`src/rtl/core/firfc_pkg.sv`:
```
// shared types and constants for the digit-serial fir filter core
package firfc_pkg;

    localparam int SAMPLE_W   = 16;
    localparam int COEF_W     = 16;
    localparam int IDX_W      = 6;
    localparam int TAP_CNT_W  = 6;
    localparam int DIGIT_W    = 4;
    localparam int NUM_DIGITS = SAMPLE_W / DIGIT_W;
    localparam int DIG_CNT_W  = $clog2(NUM_DIGITS);
    localparam int PROD_W     = SAMPLE_W + COEF_W;
    localparam int Q_SHIFT    = 15;

    localparam logic [TAP_CNT_W-1:0] TAP_COUNT_RST = 6'd21;

    // item opcodes
    localparam logic OP_COEF   = 1'b0;
    localparam logic OP_SAMPLE = 1'b1;

    // sequencer to mac control
    typedef struct packed {
        logic clear;
        logic load;
        logic step;
        logic accum;
    } mac_ctrl_t;

endpackage

```
`src/rtl/core/firfc_mac.sv`:
```
// digit-serial multiply with truncating accumulate into a wrapping 16-bit sum
module firfc_mac
    import firfc_pkg::*;
(
    input  logic                       clk,
    input  logic                       rst_n,
    input  mac_ctrl_t                  ctrl,
    input  logic signed [COEF_W-1:0]   coef,
    input  logic signed [SAMPLE_W-1:0] sample,
    output logic                       last_digit,
    output logic signed [SAMPLE_W-1:0] acc
);

    logic signed [COEF_W-1:0]   c_reg;
    logic [SAMPLE_W-1:0]        s_sh_reg;
    logic [DIG_CNT_W-1:0]       dig_reg;
    logic signed [PROD_W-1:0]   p_reg;
    logic signed [PROD_W-1:0]   p_next;
    logic signed [SAMPLE_W-1:0] acc_reg;
    logic [DIGIT_W-1:0]         nib;
    logic signed [DIGIT_W:0]    digit;
    logic signed [COEF_W+DIGIT_W:0] partial;
    logic [4:0]                 shift_amt;
    logic signed [PROD_W-1:0]   p_hi;
    logic                       rnd;
    logic [SAMPLE_W-1:0]        q;

    assign last_digit = (dig_reg == DIG_CNT_W'(NUM_DIGITS - 1));

    // current digit, the top one carries the sample sign
    assign nib   = s_sh_reg[DIGIT_W-1:0];
    assign digit = last_digit ? {nib[DIGIT_W-1], nib} : {1'b0, nib};

    // one coefficient-by-digit partial product, weighted by digit position
    always_comb
    begin
        partial   = c_reg * digit;
        shift_amt = 5'(int'(dig_reg) * DIGIT_W);
        p_next    = p_reg + (PROD_W'(partial) <<< shift_amt);
    end

    // product scaled by 2^-15, truncated toward zero
    always_comb
    begin
        p_hi = p_reg >>> Q_SHIFT;
        rnd  = p_reg[PROD_W-1] && (p_reg[Q_SHIFT-1:0] != '0);
        q    = p_hi[SAMPLE_W-1:0] + SAMPLE_W'(rnd);
    end

    // operand and product registers
    always_ff @(posedge clk or negedge rst_n)
    begin
        if (!rst_n)
        begin
            dig_reg <= '0;
        end
        else if (ctrl.load)
        begin
            dig_reg <= '0;
        end
        else if (ctrl.step)
        begin
            dig_reg <= dig_reg + 1'b1;
        end
    end

    always_ff @(posedge clk)
    begin
        if (ctrl.load)
        begin
            c_reg    <= coef;
            s_sh_reg <= sample;
            p_reg    <= '0;
        end
        else if (ctrl.step)
        begin
            s_sh_reg <= s_sh_reg >> DIGIT_W;
            p_reg    <= p_next;
        end
    end

    // running sum, wraps modulo 2^16
    always_ff @(posedge clk or negedge rst_n)
    begin
        if (!rst_n)
        begin
            acc_reg <= '0;
        end
        else if (ctrl.clear)
        begin
            acc_reg <= '0;
        end
        else if (ctrl.accum)
        begin
            acc_reg <= acc_reg + q;
        end
    end

    assign acc = acc_reg;

endmodule

```
`config.mk`:
```
export PLATFORM = sky130hd
export DESIGN_NAME = firfc_mac
export DESIGN_NICKNAME = d
export VERILOG_FILES = /design/src/rtl/core/firfc_pkg.sv /design/src/rtl/core/firfc_mac.sv
export SDC_FILE = /design/constraint.sdc
export NUM_CORES = 1
export LEC_CHECK = 0
export BUFFER_PORTS_ARGS = -buffer_cell sky130_fd_sc_hd__buf_4
export CAP_MARGIN = 20
export CORE_MARGIN = 1.5
export CORE_UTILIZATION = 35
export CTS_CLUSTER_DIAMETER = 80
export DETAILED_ROUTE_END_ITERATION = 7
export PLACE_DENSITY = 0.59
export SLEW_MARGIN = 20
export SYNTH_ARGS = -nofsm -noshare
export SYNTH_HDL_FRONTEND = slang
export SYNTH_SLANG_ARGS = --single-unit
```
`constraint.sdc`:
```
create_clock -name clk -period 16.35 [get_ports clk]
set_input_delay 0 -clock clk [delete_from_list [all_inputs] [get_ports clk]]
set_output_delay 0 -clock clk [all_outputs]
set_load 0.01 [all_outputs]
```
==> out/metrics.csv <==
stage,metric,value,unit
floorplanning,DIE WIDTH,159,um
synthesis,"top cells by area, synth","fa_1 12%, ha_1 12%, edfxtp_1 11%",
critical_path,FF-to-FF setup slack,8.39,ns
critical_path,CP top delay family,adder cells,
placement,Inst Count DP,1299,
floorplanning,IO Count,55,
global_routing,first-pass GRT wire length,32400,um
finish,final net count,1199,
clock_network,CTS Buffer Depth,2,
critical_path,worst r2r src,dig_reg[0],
placement,IO Port Bufs,54,
finish,post-route design area,9900,um^2
critical_path,Worst Path Max Fanout,18,
finish,number of flip-flops under the largest register name,32,
floorplanning,Core Area,23700,um^2
min_path,HP Class,input pin to register,
critical_path,Critical Path Start,dig_reg[0],
timing,post-layout min period,7.96,ns
synthesis,ys flop type,edfxtp_1,
synthesis,Synth async-reset ratio,22.0,%
critical_path,Worst path depth,29,
synthesis,Synth Instances,951,
timing,Hold WS,0.0736,ns
min_path,hold depth,3,
timing,RSZ-0062 raised after global routing,no,
finish,Final Non-Filler Cells,1349,
timing,Worst-Margin Slew,0.807,ns
placement,dpl ws,8.33,ns
synthesis,list of most frequent post-synthesis cells,"109 x inv_1, 92 x nor2_1, 83 x ha_1",
placement,placed cell areas,9260,um^2
outcome,outcome,"finished, final reports clean",
clock_network,postcts setup bufs,0,
critical_path,R2R Path End,p_reg[31],
pwr,Worst IR Drop VDD,70.4,uV
synthesis,Synth area leader,fa_1,
floorplanning,chip height,159,um
clock_network,Clock Latency Late Sink,0.35,ns
critical_path,critical path buffer and inverter count,1,
critical_path,R2R cell count,29,
placement,hpwl dp,15100,um
critical_path,Critical path destination,p_reg[31],
timing,Max Clk Rate,126,MHz
critical_path,Critical Path AT,8.20,ns
routing,via/cell ratio,4.98,
clock_network,clk root buf,clkbuf_16,
global_routing,initial antenna violation count,0,
synthesis,Mapped Nets,1125,
clock_network,H-tree levels,3,
timing,Final Hold Viols,0,
critical_path,Setup crit end kind,register,
critical_path,Worst EP required,16.59,ns
timing,Worst slew margin,46.2,%
critical_path,CP dominant cell by count,fa_1,
floorplanning,Cell Rows,56,
floorplanning,Starting Density,36.1,%
synthesis,Yosys reg bits,82,
clock_network,CTS Sinks,82,
global_routing,number of global-route vias before repair,6555,
job,max_cap viols,0,
clock_network,CTS tree,done,
pwr,leakage power,4.59,nW
timing,setup ws final,8.39,ns
finish,Inserted Diodes,0,
critical_path,Worst Setup Start Kind,register,
timing,Clock Skew,0.0111,ns
synthesis,"Seq/Total Area, Yosys",24.0,%
critical_path,Setup CP Type,register to register,
global_routing,gr ovfl total,0,
synthesis,cell with the most instances after synthesis,inv_1,
routing,DRT Wirelength,19300,um
timing,Final Cycle Share,48.7,%
critical_path,slowest CP cell,dfrtp_1,
synthesis,"EDFF count, synth",32,
finish,layout cells sized above 1,10.9,%
clock_network,PostCTS Resize Cnt,0,
floorplanning,Die Area,25300,um^2
critical_path,"slowest stage delay, CP",0.69,ns
routing,DRT iter0 DRCs,299,
global_routing,largest net degree at the start of global routing,62,
synthesis,yosys warns,0,
routing,Detail Route Antenna Nets,0,
clock_network,CTS Buf Count,9,
synthesis,Mean Syn Cell Area,8.98,um^2
synthesis,share of Yosys cell area claimed by the top area cell type,12.4,%
timing,Slew Limit Fails,0,
timing,setup violators final,0,
routing,TritonRoute pass-1 iters,5,
placement,gpl congestion,0.895,
global_routing,GRT Util Overall,15.6,%
clock_network,CTS clock-pin slew for the worst setup and hold paths,0.07,ns
timing,Sum Neg Setup Slack,0,ns
finish,post-layout utilization of the core,41.8,%
synthesis,synthesized area,8540,um^2
pwr,total power,1.72,mW
routing,DRC,0,
routing,WL/cell,14.3,um
finish,"Area growth, synth to finish",16.0,%
routing,DR vias,6719,
synthesis,count of cell types in the netlist,65,
pwr,Pwr per Cell Area,174,nW/um^2
layer usage:
| metal | up-vias | global-route usage [%] | routed length [um] |
|---|---|---|---|
| li1 | 3396 | - | - |
| met1 | 3232 | 20.5 | 9160 |
| met2 | 72 | 26.2 | 9200 |
| met3 | 19 | 2.32 | 539 |
| met4 | 0 | 5.06 | 388 |
| met5 | - | 0 | 0 |
what timing repair did:
item	CTS	global route
hold buffers	34	0
setup endpoints to repair	0	0
endpoints found under the hold margin	65	0
cell type report:
type / count / area (um^2)
Clock buffer: 9 / 225
Clock inverter: 7 / 82.6
Fill cell: 2412 / 13800
Inverter: 109 / 409
Multi-Input combinational cell: 733 / 5970
Sequential cell: 82 / 2050
Tap cell: 319 / 399
Timing Repair Buffer: 90 / 761
placed cells by master, fill, tap and decap left out, drive strengths merged, types with 10 or more instances in the layout:
cell type	count
dfxtp	32
buf	56
nor3	14
xor2	14
dfrtp	18
dlygate4sd3	34
xnor2	46
ha	83
a211oi	14
mux2i	45
nor2	93
and2	66
a21oi	66
o21ai	34
inv	112
edfxtp	32
fa	53
a21o	23
mux2	14
o21bai	11
nand2	55
nor2b	10
cells by family (layout without fill, tap and decap cells):
| group | after synthesis | count (layout) | share of synthesized area [%] |
|---|---|---|---|
| adders and majority gates | 136 | 136 | 24.6 |
| muxes | 59 | 59 | 7.12 |
| AOI/OAI and AO/OA | 193 | 193 | 15.3 |
| and+or+nand+nor | 285 | 285 | 16.5 |
| DFF | 82 | 82 | 24.0 |
| buffers and inverters | 136 | 215 | 6.01 |
| xor gates and xnor gates | 60 | 60 | 6.42 |
power breakdown:
part	total [mW]	internal, mW	switching, mW
clock	0.215	0.121	0.0938
sequential	0.299	0.256	0.0425
combinational	1.21	0.529	0.677
worst min-delay path: cells and delay by family:
| kind | cells | cell delay (ns) |
|---|---|---|
| buf+inv | 1 | 0.21 |
| compound gates | 1 | 0.07 |
| simple gates | 1 | 0.09 |
worst min path at each step:
stage / start / endpoint / slack [ns]
final: ctrl[0] / acc[14] / 0.07
after global routing: rst_n / acc[7] / 0.1
after CTS: ctrl[0] / acc[14] / 0.06
after detailed placement: rst_n / acc[3] / -0.09
after global placement: rst_n / acc[3] / -0.09
after floorplan: rst_n / acc[0] / -0.30
Note: power is estimated with default switching activity, not from simulation.
