$ cat src/rtl/core/firfc_pkg.sv
// shared types and constants for the digit-serial fir filter core
package firfc_pkg;

    localparam int SAMPLE_W   = 16;
    localparam int COEF_W     = 16;
    localparam int IDX_W      = 6;
    localparam int TAP_CNT_W  = 6;
    localparam int DIGIT_W    = 4;
    localparam int NUM_DIGITS = SAMPLE_W / DIGIT_W;
    localparam int DIG_CNT_W  = $clog2(NUM_DIGITS);
    localparam int PROD_W     = SAMPLE_W + COEF_W;
    localparam int Q_SHIFT    = 15;

    localparam logic [TAP_CNT_W-1:0] TAP_COUNT_RST = 6'd21;

    // item opcodes
    localparam logic OP_COEF   = 1'b0;
    localparam logic OP_SAMPLE = 1'b1;

    // sequencer to mac control
    typedef struct packed {
        logic clear;
        logic load;
        logic step;
        logic accum;
    } mac_ctrl_t;

endpackage

$ cat src/rtl/core/firfc_coef_ram.sv
// coefficient memory, one write port and one registered read port
module firfc_coef_ram
    import firfc_pkg::*;
#(
    parameter int DEPTH  = 63,
    parameter int ADDR_W = 6
)
(
    input  logic                     clk,
    input  logic                     wr_en,
    input  logic [ADDR_W-1:0]        wr_addr,
    input  logic signed [COEF_W-1:0] wr_data,
    input  logic [ADDR_W-1:0]        rd_addr,
    output logic signed [COEF_W-1:0] rd_data
);

    logic signed [COEF_W-1:0] mem [DEPTH];
    logic signed [COEF_W-1:0] rd_data_reg;

    // write port
    always_ff @(posedge clk)
    begin
        if (wr_en)
        begin
            mem[wr_addr] <= wr_data;
        end
    end

    // registered read
    always_ff @(posedge clk)
    begin
        rd_data_reg <= mem[rd_addr];
    end

    assign rd_data = rd_data_reg;

endmodule

$ cat config.mk
export PLATFORM = sky130hd
export DESIGN_NAME = firfc_coef_ram
export DESIGN_NICKNAME = d
export VERILOG_FILES = /design/src/rtl/core/firfc_pkg.sv /design/src/rtl/core/firfc_coef_ram.sv
export SDC_FILE = /design/constraint.sdc
export NUM_CORES = 1
export LEC_CHECK = 0
export BUFFER_PORTS_ARGS = -buffer_cell sky130_fd_sc_hd__clkbuf_2
export CORE_ASPECT_RATIO = 1.2
export CORE_MARGIN = 2
export CORE_UTILIZATION = 40
export CTS_BUF_LIST = sky130_fd_sc_hd__clkbuf_4 sky130_fd_sc_hd__clkbuf_8
export CTS_CLUSTER_SIZE = 28
export DETAILED_ROUTE_END_ITERATION = 16
export SETUP_SLACK_MARGIN = 0.4
export SLEW_MARGIN = 20
export SYNTH_ARGS = -nofsm -noshare
export SYNTH_HDL_FRONTEND = slang
export SYNTH_SLANG_ARGS = --single-unit
export TNS_END_PERCENT = 30
$ cat constraint.sdc
create_clock -name clk -period 2.2 [get_ports clk]
set_input_delay 0.11 -clock clk [delete_from_list [all_inputs] [get_ports clk]]
set_output_delay 0.11 -clock clk [all_outputs]
set_load 0.005 [all_outputs]
==> metrics.log <==
INFO  metric critical_path.slowest_cell = or4_4
INFO  metric die_x = 290 um
INFO  metric place_congestion = 0.868
INFO  metric max_freq = 0.465 GHz
INFO  metric clk_path_buf_depth = 3
INFO  metric final-max-slew-violation-count = 0
INFO  metric mostFrequentLayoutCells = edfxtp_1, mux4_2, buf_4, clkbuf_8, nor2_1
INFO  metric via_total_after_detailed_routing = 19,900
INFO  metric timing.critical_path.to_type = flop
INFO  metric clk_transition_reported_paths = 0.07 ns
INFO  metric cp.required = 2.90 ns
INFO  metric placementRows = 125
INFO  metric drt_first_iter_violations = 2,353
INFO  metric grt_setup_unrepaired = yes
INFO  metric fill_cells = 7,941
INFO  metric internal_power_consumption = 30.5 mW
INFO  metric yosysWarnings = 0
INFO  metric mostFrequentLayoutCell = edfxtp_1
INFO  metric cell_chain_critical_path = mux4_2, a22o_1, a221oi_2, nor3_2, or4_4
INFO  metric switching_share = 22.3%
INFO  metric syn-instance-count = 1,810
INFO  metric overflow = 0
INFO  metric core_area = 0.0970 sq mm
INFO  metric first_global_vias = 20,600
INFO  metric worstSkewPairLatency = 0.83 ns
INFO  metric placed_cells_incl_taps = 3,267
INFO  metric die-height = 347 um
INFO  metric total_of_flip_flops_plus_latches_after_synthesis = 1,024
INFO  metric slowest_delay = 0.52 ns
INFO  metric grt_max_degree = 64
INFO  metric post-route-util = 47.8%
INFO  metric synth_fp_nets = 1,840
INFO  metric final_layout_size_suffix_gt1_share = 34.3%
INFO  metric worstReg2RegStart = mem[11][6]$_DFFE_PP_
INFO  metric number_of_enable_flip_flop_cells_after_synthesis = 1,008
INFO  metric final_hold_viol_count = 0
INFO  metric tritoncts = built
INFO  metric route.met3.wl = 5.92 mm
INFO  metric setup.worst_path.end = rd_data[6]$_DFF_P_
INFO  metric numPortBuffers = 45
INFO  metric grt_pass1_wl = 145 mm
INFO  metric master_cell_of_the_clock_root_buffer = clkbuf_8
INFO  metric avgRoutedWirePerCell = 28.4 um
INFO  metric peak_supply_drop = 0.630 mV
INFO  metric grt_antenna_before_repair = 3
INFO  metric netlist_area = 0.0392 sq mm
INFO  metric power.switching = 8.75 mW
INFO  metric p_seq_share = 55.3%
INFO  metric ant_nets = 0
INFO  metric top_layer = met4
INFO  metric stdcell_count = 3,572
INFO  metric tightestPinTransition = 0.965 ns
INFO  metric total_power = 39.2 mW
INFO  metric dp_hpwl = 64.0 mm
INFO  metric post_cts_buffers = 0
INFO  metric initial_utilization = 40.4%
INFO  metric slew_headroom = 35.5%
INFO  metric drt_pass1_iterations = 5
INFO  metric clkSinkCount = 1,024
INFO  metric drc_errors = 0
INFO  metric postSynth.topFlopCell = edfxtp_1
INFO  metric netlist-cell-type-count = 47
INFO  metric dpl-instance-area = 0.0431 sq mm
INFO  metric largest_reg_flops = 1,008
INFO  metric worst_setup_path_startpoint = mem[11][6]$_DFFE_PP_
INFO  metric place_worst_setup_slack = -0.469 ns
INFO  metric static-leakage-power = 15.0 nW
INFO  metric nNetsFinal = 2,200
INFO  metric result_of_the_run = complete, no violations
INFO  metric part_of_the_power_in_the_clock_network = 38.7%
INFO  metric worstSetupPathType = reg2reg
INFO  metric area_of_the_die = 0.100 sq mm
INFO  metric fin_area = 0.0464 sq mm
INFO  metric synth_sequential_area_ratio = 78.1%
INFO  metric globalRouteTotalUtil = 20.4%
INFO  metric worstRegToRegCells = 5
INFO  metric crit_arrival = 2.85 ns
INFO  metric m1WireLength = 40.6 mm
INFO  metric vias_per_cell = 5.58
INFO  metric timing.max_cap.violations = 0
INFO  metric cp_max_fo = 1
INFO  metric reg2reg_slack = 0.05 ns
INFO  metric flow.area_growth_from_synthesis = 18.3%
INFO  metric met2RoutedLength = 51.9 mm
INFO  metric skew = 0.0358 ns
INFO  metric postLayoutSetupSlackWorst = 0.0473 ns
INFO  metric power_frac_comb = 6.0%
INFO  metric tritoncts.num_buffers = 152
INFO  metric worst_hold_path_type = in2reg
INFO  metric min_period = 2.15 ns
INFO  metric drt_wl_total = 101 mm
INFO  metric worstHoldPathCells = 4
INFO  metric cellPowerDensity = 846 mW/mm^2
INFO  metric worstSetupStartpointType = flop
INFO  metric cts_htree_levels = 4
INFO  metric post_synth_arst_share = 0%
INFO  metric reg2reg_to = rd_data[6]$_DFF_P_
INFO  metric postSynthAreaPerCell = 21.6 sq um
INFO  metric layout_worst_path_cycle_share = 97.8%
INFO  metric setup_viol_count_final = 0
INFO  metric pin_count = 46
-- layout make-up --
class	count	area (sq um)	area share, %
clock inverters	78	489	1.06
multi-input cells	681	8110	17.5
clock buffers	204	2500	5.40
diodes	4	10.0	0.0216
inverters	2	7.51	0.0162
flip-flops and latches	1024	30600	66.0
repair buffers	309	3070	6.61
well taps	1270	1590	3.43
-- worst max-delay path: cells and delay by family (launching register included) --
family             cells  cell delay [ns]
and+or+nand+nor        2             0.62
AOI/OAI and AO/OA      2             0.55
muxes                  1             0.50
DFF                    1             0.37
-- power by group through the flow --
| stage | Combinational [mW] | Sequential [mW] | Clock, mW |
|---|---|---|---|
| global route | 2.46 | 21.7 | 16.3 |
| global placement | 2.27 | 22.1 | 0 |
| CTS | 2.33 | 21.7 | 15.5 |
| finish | 2.34 | 21.7 | 15.2 |
| floorplan | 1.09 | 22.0 | 0 |
| detailed placement | 2.29 | 22.1 | 0 |
-- kinds of logic (layout without fill, tap and decap cells) --
kind of cell    Yosys count  count (layout)  synth area share (%)
flops                  1024            1024                  78.1
compound gates          182             182                  3.24
simple gates            209             209                  2.50
buf+inv                 105             593                  1.54
other cells               0               4                     0
mux                     290             290                  14.7
-- per-layer routing --
layer	track usage, %	up-vias
li1	-	8379
met1	26.7	10700
met2	34.3	741
met3	3.52	152
met4	7.16	0
met5	0	-
-- metrics by stage --
step                      hold WS [ns]  TNS, ns
after CTS                      0.00801        0
after global placement           0.520    -1.66
after detailed placement         0.523    -1.55
after floorplan                  0.209        0
final                           0.0924        0
after global routing            0.0778        0
-- synthesized netlist by cell type, types with 3 or more instances --
library cell / n / share of area (%)
edfxtp_1: 1008 / 77
mux4_2: 225 / 13
nor2_1: 88 / 0.84
mux2i_1: 55 / 1.4
a22oi_1: 42 / 0.80
clkbuf_1: 39 / 0.37
a21oi_1: 31 / 0.40
nand2_1: 31 / 0.30
buf_2: 29 / 0.37
o22ai_1: 28 / 0.45
nor3_1: 24 / 0.31
nand3_1: 17 / 0.22
o21ai_0: 17 / 0.22
dfxtp_1: 16 / 0.82
o221ai_1: 16 / 0.36
buf_4: 15 / 0.29
nor2b_1: 15 / 0.24
buf_6: 14 / 0.40
a211oi_1: 11 / 0.21
nand2b_1: 10 / 0.16
mux2_2: 9 / 0.26
a211o_1: 7 / 0.16
a22o_1: 6 / 0.13
o211ai_1: 6 / 0.11
buf_1: 5 / 0.048
a31oi_1: 4 / 0.064
nand3b_1: 4 / 0.077
or2_2: 4 / 0.064
or4_1: 4 / 0.077
a221oi_2: 3 / 0.11
and2_1: 3 / 0.048
o21a_1: 3 / 0.057
o32ai_1: 3 / 0.067
-- worst min path at each step --
stage | startpoint | to
2_1_floorplan | wr_data[0] | mem[0][0]$_DFFE_PP_
3_3_place_gp | rd_data[5]$_DFF_P_ | rd_data[5]
3_5_place_dp | rd_data[5]$_DFF_P_ | rd_data[5]
4_1_cts | rd_addr[3] | rd_data[15]$_DFF_P_
5_1_grt | wr_addr[1] | mem[26][14]$_DFFE_PP_
6_report | wr_en | mem[33][12]$_DFFE_PP_
-- what timing repair did --
| item | CTS | global route |
|---|---|---|
| setup endpoints to repair | 10 | 37 |
| endpoints found under the hold margin | 770 | 0 |
| hold buffers | 19 | 0 |
| cloned | 0 | 0 |
| gates resized for setup | 7 | 17 |
| pin swaps | 4 | 7 |
Note: power is estimated with default switching activity, not from simulation.
